[src/hw/rtl/cdq_pkg.sv]
// Shared operation and status codes for the circular deque.
package cdq_pkg;

  localparam int WORD_W  = 32;
  localparam int TOTAL_W = 4;

  typedef enum logic [1:0] {
    OP_PUSH_FRONT = 2'd0,
    OP_PUSH_REAR  = 2'd1,
    OP_POP_FRONT  = 2'd2,
    OP_POP_REAR   = 2'd3
  } cdq_opcode_t;

  typedef enum logic [1:0] {
    ST_DONE  = 2'd0,
    ST_FULL  = 2'd1,
    ST_EMPTY = 2'd2
  } cdq_status_t;

  typedef struct packed {
    logic        pop_ok;
    cdq_status_t status;
  } cdq_resp_t;

endpackage

[src/hw/rtl/cdq_mem.sv]
// Slot store: synchronous memory with one write and one registered read port.
module cdq_mem #(
  parameter int DEPTH = 8,
  parameter int AW    = (DEPTH > 1) ? $clog2(DEPTH) : 1
) (
  input  logic                      clk,
  input  logic                      wr_en,
  input  logic [AW-1:0]             wr_addr,
  input  logic [cdq_pkg::WORD_W-1:0] wr_data,
  input  logic                      rd_en,
  input  logic [AW-1:0]             rd_addr,
  output logic [cdq_pkg::WORD_W-1:0] rd_data
);
  import cdq_pkg::*;

  logic [WORD_W-1:0] mem [DEPTH];
  logic [WORD_W-1:0] rd_data_r;

  always_ff @(posedge clk) begin
    if (wr_en) begin
      mem[wr_addr] <= wr_data;
    end
    if (rd_en) begin
      rd_data_r <= mem[rd_addr];
    end
  end

  assign rd_data = rd_data_r;

endmodule

[src/hw/rtl/cdq_ctrl.sv]
// Head, tail and count bookkeeping; issues the slot access for each operation.
module cdq_ctrl #(
  parameter int DEPTH = 8,
  parameter int AW    = (DEPTH > 1) ? $clog2(DEPTH) : 1,
  parameter int CW    = $clog2(DEPTH + 1)
) (
  input  logic                clk,
  input  logic                rst_n,
  input  logic                go,
  input  logic [1:0]          opcode,
  output logic                wr_en,
  output logic [AW-1:0]       wr_addr,
  output logic                rd_en,
  output logic [AW-1:0]       rd_addr,
  output logic [CW-1:0]       count,
  output cdq_pkg::cdq_resp_t  resp
);
  import cdq_pkg::*;

  localparam logic [AW-1:0] LAST = AW'(DEPTH - 1);

  logic [AW-1:0] head_r, head_nxt;
  logic [AW-1:0] tail_r, tail_nxt;
  logic [CW-1:0] count_r, count_nxt;
  cdq_resp_t     resp_r, resp_nxt;
  logic          full, empty;

  function automatic logic [AW-1:0] wrap_next(input logic [AW-1:0] i);
    return (i == LAST) ? '0 : i + 1'b1;
  endfunction

  function automatic logic [AW-1:0] wrap_prev(input logic [AW-1:0] i);
    return (i == '0) ? LAST : i - 1'b1;
  endfunction

  assign full  = (count_r == CW'(DEPTH));
  assign empty = (count_r == '0);

  always_comb begin
    head_nxt  = head_r;
    tail_nxt  = tail_r;
    count_nxt = count_r;
    resp_nxt  = resp_r;
    wr_en     = 1'b0;
    wr_addr   = tail_r;
    rd_en     = 1'b0;
    rd_addr   = head_r;
    if (go) begin
      resp_nxt = '{pop_ok: 1'b0, status: ST_DONE};
      case (cdq_opcode_t'(opcode))
        OP_PUSH_FRONT: begin
          if (full) begin
            resp_nxt.status = ST_FULL;
          end else begin
            head_nxt  = wrap_prev(head_r);
            wr_en     = 1'b1;
            wr_addr   = wrap_prev(head_r);
            count_nxt = count_r + 1'b1;
          end
        end
        OP_PUSH_REAR: begin
          if (full) begin
            resp_nxt.status = ST_FULL;
          end else begin
            wr_en     = 1'b1;
            wr_addr   = tail_r;
            tail_nxt  = wrap_next(tail_r);
            count_nxt = count_r + 1'b1;
          end
        end
        OP_POP_FRONT: begin
          if (empty) begin
            resp_nxt.status = ST_EMPTY;
          end else begin
            rd_en           = 1'b1;
            rd_addr         = head_r;
            head_nxt        = wrap_next(head_r);
            count_nxt       = count_r - 1'b1;
            resp_nxt.pop_ok = 1'b1;
          end
        end
        default: begin
          if (empty) begin
            resp_nxt.status = ST_EMPTY;
          end else begin
            rd_en           = 1'b1;
            rd_addr         = wrap_prev(tail_r);
            tail_nxt        = wrap_prev(tail_r);
            count_nxt       = count_r - 1'b1;
            resp_nxt.pop_ok = 1'b1;
          end
        end
      endcase
    end
  end

  always_ff @(posedge clk) begin
    if (!rst_n) begin
      head_r  <= '0;
      tail_r  <= '0;
      count_r <= '0;
    end else begin
      head_r  <= head_nxt;
      tail_r  <= tail_nxt;
      count_r <= count_nxt;
    end
    resp_r <= resp_nxt;
  end

  assign count = count_r;
  assign resp  = resp_r;

endmodule

[src/hw/rtl/circular_deque.sv]
// Circular deque: top level with handshake, slot memory and result register.
//
// Double-ended queue of DEPTH signed 32-bit words held in a one-port-pair
// synchronous memory. Each input word is one operation (push front, push
// rear, pop front, pop rear) and yields exactly one result word with the
// popped value (zero unless a pop succeeded), a status code and the entry
// count after the operation, masked to 4 bits. In the accept cycle
// the pointers are updated and the slot access is issued, and the
// next cycle captures the memory's registered read data into the output
// register. Only one operation is in flight at a time: no new one is taken
// until its result is registered, and a new operation is taken in the same
// cycle the previous result is taken. Storage needs no clear after reset: a
// pop only reads slots filled by an earlier push.
module circular_deque #(
  parameter int DEPTH = 8
) (
  input  logic                             clk,
  input  logic                             rst_n,
  input  logic                             in_valid,
  output logic                             in_ready,
  input  logic [1:0]                       in_opcode,
  input  logic signed [cdq_pkg::WORD_W-1:0] in_push_value,
  output logic                             out_valid,
  input  logic                             out_ready,
  output logic signed [cdq_pkg::WORD_W-1:0] out_pop_value,
  output logic [1:0]                       out_status,
  output logic [cdq_pkg::TOTAL_W-1:0]      out_entry_total
);
  import cdq_pkg::*;

  localparam int AW = (DEPTH > 1) ? $clog2(DEPTH) : 1;
  localparam int CW = $clog2(DEPTH + 1);

  logic              go;
  logic              pend_r;
  logic              out_valid_r;
  logic [WORD_W-1:0] pop_value_r;
  logic [1:0]        status_r;
  logic [TOTAL_W-1:0] total_r;

  logic              wr_en, rd_en;
  logic [AW-1:0]     wr_addr, rd_addr;
  logic [WORD_W-1:0] rd_data;
  logic [CW-1:0]     count;
  cdq_resp_t         resp;
  logic [CW+TOTAL_W-1:0] count_ext;

  assign in_ready = !pend_r && (!out_valid_r || out_ready);
  assign go       = in_valid && in_ready;

  cdq_ctrl #(.DEPTH(DEPTH), .AW(AW), .CW(CW)) u_ctrl (
    .clk     (clk),
    .rst_n   (rst_n),
    .go      (go),
    .opcode  (in_opcode),
    .wr_en   (wr_en),
    .wr_addr (wr_addr),
    .rd_en   (rd_en),
    .rd_addr (rd_addr),
    .count   (count),
    .resp    (resp)
  );

  cdq_mem #(.DEPTH(DEPTH), .AW(AW)) u_mem (
    .clk     (clk),
    .wr_en   (wr_en),
    .wr_addr (wr_addr),
    .wr_data (in_push_value),
    .rd_en   (rd_en),
    .rd_addr (rd_addr),
    .rd_data (rd_data)
  );

  // mask the count to the result field width
  assign count_ext = {{TOTAL_W{1'b0}}, count};

  always_ff @(posedge clk) begin
    if (!rst_n) begin
      pend_r      <= 1'b0;
      out_valid_r <= 1'b0;
    end else begin
      pend_r <= go;
      if (pend_r) begin
        out_valid_r <= 1'b1;
      end else if (out_ready) begin
        out_valid_r <= 1'b0;
      end
    end
    if (pend_r) begin
      pop_value_r <= resp.pop_ok ? rd_data : '0;
      status_r    <= resp.status;
      total_r     <= count_ext[TOTAL_W-1:0];
    end
  end

  assign out_valid       = out_valid_r;
  assign out_pop_value   = pop_value_r;
  assign out_status      = status_r;
  assign out_entry_total = total_r;

endmodule

[config.mk]
export PLATFORM = sky130hd
export DESIGN_NAME = circular_deque
export DESIGN_NICKNAME = d
export VERILOG_FILES = /design/src/hw/rtl/cdq_pkg.sv /design/src/hw/rtl/cdq_mem.sv /design/src/hw/rtl/cdq_ctrl.sv /design/src/hw/rtl/circular_deque.sv
export SDC_FILE = /design/constraint.sdc
export NUM_CORES = 1
export LEC_CHECK = 0
export ABC_AREA = 1
export BUFFER_PORTS_ARGS = -buffer_cell sky130_fd_sc_hd__buf_2
export CAP_MARGIN = 5
export CORE_MARGIN = 8
export CORE_UTILIZATION = 45
export DETAILED_ROUTE_END_ITERATION = 8
export SYNTH_ARGS = -nofsm -noshare
export SYNTH_HDL_FRONTEND = slang
export SYNTH_SLANG_ARGS = --single-unit
[constraint.sdc]
create_clock -name clk -period 6.3 [get_ports clk]
set_input_delay 0.945 -clock clk [delete_from_list [all_inputs] [get_ports clk]]
set_output_delay 0.945 -clock clk [all_outputs]
set_load 0.01 [all_outputs]
# Yosys cells after proc, flatten, opt, wreduce, memory -nomap -nowiden
# Memory sizes are Yosys's and may differ from the RTL's. A register that Yosys moved wholly into a read port is not among the register bits.
# Cells that the tools add are included.
# totals
register_bits	53
ramBits	256
output_inout_bits	40
elab_cells	78
memories	1
# op_classes
n_addsub	6
eq_ne	11
n_mux	32
bitwise	1
n_reduce_logical	17
# mem_list
name	depth	word_bits	rd	rd_clocked_by_memory_dff	write_ports	line_no	rtl
u_mem.mem	8	32	1	1	1	cdq_mem.sv:16	logic [WORD_W-1:0] mem [DEPTH];
# op_table
operator	n
3-bit two-way mux	14
4-bit two-way mux	3
2-bit != test (second input constant)	6
3-bit case mux with 2 select lines	2
1-bit two-way mux	11
4-bit AND reduction	2
3-bit by 1-bit adder with 3-bit output (second input constant)	2
3-bit == test (second input constant)	2
3-bit logical NOT	2
3-bit by 1-bit subtractor with 3-bit output (second input constant)	2
4-bit by 1-bit adder with 4-bit output (second input constant)	1
4-bit == test (second input constant)	1
4-bit logical NOT	1
2-bit two-way mux	2
2-bit nonzero test	2
2-bit OR reduction	2
4-bit by 1-bit subtractor with 4-bit output (second input constant)	1
3-bit AND reduction	1
3-bit OR reduction	1
2-bit by 1-bit == test with 1-bit output (second input constant)	1
2-bit == test (second input constant)	1
1-bit logical AND	2
1-bit logical NOT	2
2-bit logical NOT	1
2 further kinds	2

# Logic depth before layout (Yosys ltp)
# depth
word_depth	7
mapped_depth	14
mapped_depth_nobuf	12

# Modules after synthesis
# From an unflattened synthesis, not the netlist that was laid out.
# hier_totals
cells_unflattened	1425
hier_area_um2	14722.9
# modules_own_cells
module	n_inst	cells_each	area_each_um2	seq_area_each_um2
cdq_mem	1	1156	12192.9	8648.3
circular_deque	1	116	1491.4	1181.1
cdq_ctrl	1	153	1038.5	290.3

# Least setup slack after synthesis
# Ideal clock, no wire load.
# synth_timing
path_kind	reg-to-reg
from	reg pend_r
to	mem u_mem.mem[0][0], enable pin
setup_time_ns	0.421
arrival_ns	3.597
t_required_ns	5.879
setup_slack_ns	2.282
stages_incl_launch_ff	9
synth_period_minus_slack_ns	4.018
cell_sequence	dfxtp_1 inv_1 nand3_4 inv_1 nand3_1 nor2_1 o21ai_0 nand2_1 nor2_1
# synth_via
elab_chain_len	6
word_cells_on_any_way	7
classes_between	mux (4); reduce/logical (3)
# synth_rtl
element	line_no	rtl
start: declaration	circular_deque.sv:35	logic pend_r;
start signal: assignment	circular_deque.sv:82	pend_r <= go;
1-bit logical NOT *	circular_deque.sv:48	assign in_ready = !pend_r && (!out_valid_r || out_ready);
1-bit logical AND *	circular_deque.sv:48	
1-bit logical AND *	circular_deque.sv:49	assign go = in_valid && in_ready;
net go	circular_deque.sv:34	logic go;
1-bit two-way mux	cdq_ctrl.sv:48	if (go) begin
1-bit two-way mux	cdq_mem.sv:20	if (wr_en) begin
1-bit two-way mux (implied by the code)	cdq_mem.sv:21	mem[wr_addr] <= wr_data;
end: declaration	cdq_mem.sv:16	
# The timed path passes the listed nets; every way through them passes the cells marked *.

# Final worst setup path
# layout_timing
from	reg pend_r
to	mem u_mem.mem[1][27], enable pin
# Same word-level chain as after synthesis.

==> run metrics <==
status finished clean; routed vias 9589; Synth Area per Inst 10.6 um^2; Total Power 0.00520 W; setup bufs post-CTS 0; post-route clock period utilization 59.9%; CTS clk-pin slew, worst paths 0.06 ns; Worst VDD drop 0.000162 V; drt drc 0; Synthesis Warnings 0; row count 67; gr ovfl total 0; cell area after layout 16900 um^2; Max Slew Vio Count 0; Netlist cell types 36; crit end category flip-flop; Post-synth EDFFs 329; Initial Util 45.2%; Netlist Area Pre-Place 15000 um^2; antenna viol nets, final 0; Synth area leaders edfxtp_1, nand2_1, inv_1, nand3_1, dfxtp_1; Post-synth ARST share 0%; RSZ-0062 raised after global routing false; Slew @ Worst Pin 1.03 ns; IO buf count 77; Gate Count Post-Synth 1411; vias in the first global route 9452; Post-DP Area 15800 um^2; post-synthesis sequential area ratio 67.5%; GRT Util Overall 17.3%; initial antenna violation count 2; Routed WL 33700 um; clock buffer count from CTS 37; Clock Tree Root clkbuf_16; final setup fails 0; Synth top area share 65.9%; Most used DFF post-synth edfxtp_1; clock sinks 341; first-pass GRT wire length 52800 um; Initial DRC Count 734; vias per cell 4.88; CTS tree done; GP Congestion 0.729; worst hold path class reg2reg; final hold vios 0; Clock Path Buffers 3; list of most frequent post-synthesis cells nand2_1, edfxtp_1, inv_1; fin nets 1535; hold_buf cts 0; PostCTS Resize Cnt 0; Crit path arrival time 3.97 ns; Data required, critical path 6.50 ns; hpwl dp 18000 um; Worst Skew 0.0137 ns; Die H 199 um; Fmax 265 MHz; die area 39400 um^2; core area 33200 um^2; Chip Width 199 um; type of origin of the critical path flip-flop; First-pass DRT Iterations 5; syn nets 1460; largest net degree at the start of global routing 65; total power density per cell area 309 nW/um^2; fin crit period 3.77 ns; share of layout cells above drive strength 1 12.9%; Static Leak 7.54 nW; Max Cap Viol 0; crit path kind reg2reg; largest area contributor in the netlist edfxtp_1; TNS Setup 0 ns; CP max FO 39; IO Pins 78; WL/cell 17.2 um; H-tree level count 2; synthesized flop and latch total 341; Worst slew margin 31.4%; clk_lat worst skew 0.52 ns; leading cell type by number of instances after synthesis nand2_1; area grow syn2layout 12.5%
[worst max-delay path, stage by stage, from the launching register on]
cell and delay [ns]:
dfxtp_2 1.01, inv_1 0.22, nand3_4 0.26, inv_1 0.16, nand3_1 0.15, nor2_1 0.11
o21ai_0 0.33, nand2_1 0.23, nor2_4 0.57, buf_4 0.38
[registers in the layout, summed over array words and instances (netlist names)]
register	count
out_entry_total	4
out_pop_value	32
out_status	2
out_valid	1
pend_r	1
u_ctrl.count	4
u_ctrl.head_r	3
u_ctrl.resp	3
u_ctrl.tail_r	3
u_mem.mem	256
u_mem.rd_data	32
[per-layer routing]
layer	wire length [um]	track usage (%)
met1	14800	22.4
met2	16300	29.7
met3	1690	2.69
met4	834	5.41
met5	13	0
[report_power, final]
| part | total (W) | switching, W | internal, W |
|---|---|---|---|
| clock | 0.00197 | 0.000847 | 0.00113 |
| combinational | 0.000607 | 0.000434 | 0.000174 |
| sequential | 0.00262 | 0.0000310 | 0.00259 |
[kinds of logic (layout without fill, tap and decap cells)]
| group | after synthesis | in the layout | share of synthesized area [%] |
|---|---|---|---|
| and+or+nand+nor | 646 | 646 | 19.3 |
| buffers and inverters | 375 | 478 | 10.5 |
| DFF | 341 | 341 | 67.5 |
| AOI/OAI and AO/OA | 35 | 35 | 1.51 |
| adders and majority gates | 11 | 11 | 0.968 |
| xor gates and xnor gates | 3 | 3 | 0.175 |
| other | 0 | 1 | 0 |
[metrics by stage]
| step | worst slack [ns] | hold slack [ns] | instances | util [%] |
|---|---|---|---|---|
| 2_1_floorplan | 2.28 | 0.400 | 1411 | - |
| 3_3_place_gp | 2.56 | 0.408 | 1895 | 47.5 |
| 3_5_place_dp | 2.49 | 0.406 | 1895 | 47.5 |
| 4_1_cts | 2.45 | 0.428 | 1962 | 50.8 |
| 5_1_grt | 2.13 | 0.436 | 1963 | 50.8 |
| 6_report | 2.53 | 0.427 | 1963 | 50.8 |
[final timing paths]
path | cells past startpoint | endpoint | start | slack [ns]
max | 9 | u_mem.mem[1][27] | pend_r | 2.53
min | 0 | out_status[1] | u_ctrl.resp[1] | 0.43
max reg2reg | 9 | u_mem.mem[1][27] | pend_r | 2.53
min reg2reg | 0 | out_status[1] | u_ctrl.resp[1] | 0.43
[final cells by class]
class	count	area, um^2
fill	3027	16300
sequential	341	10100
multi-input combinational	695	3370
inverter	316	1190
clock buffer	45	998
tap	448	561
timing repair buffer	95	520
clock inverter	22	100
antenna	1	2.50
[layout by cell type (no fill, tap or decap), types with 2 or more instances in the layout]
master | netlist | layout
o21ai_4 | 3 | 4
nand2_1 | 378 | 378
a21oi_1 | 14 | 14
nand3_2 | 20 | 21
clkinv_2 | 0 | 10
or2_2 | 2 | 2
nand3_1 | 208 | 207
nor2_1 | 24 | 16
edfxtp_1 | 329 | 329
inv_1 | 314 | 314
xor2_1 | 2 | 2
ha_1 | 10 | 10
clkbuf_1 | 8 | 6
clkbuf_16 | 0 | 39
o21ai_0 | 11 | 11
nand2_4 | 3 | 3
nand2_2 | 5 | 5
buf_4 | 8 | 18
clkinv_1 | 2 | 13
dfxtp_1 | 12 | 11
buf_2 | 29 | 77
nor3_2 | 1 | 2
nor2_4 | 0 | 8
Power figures use the tool's default switching activity.
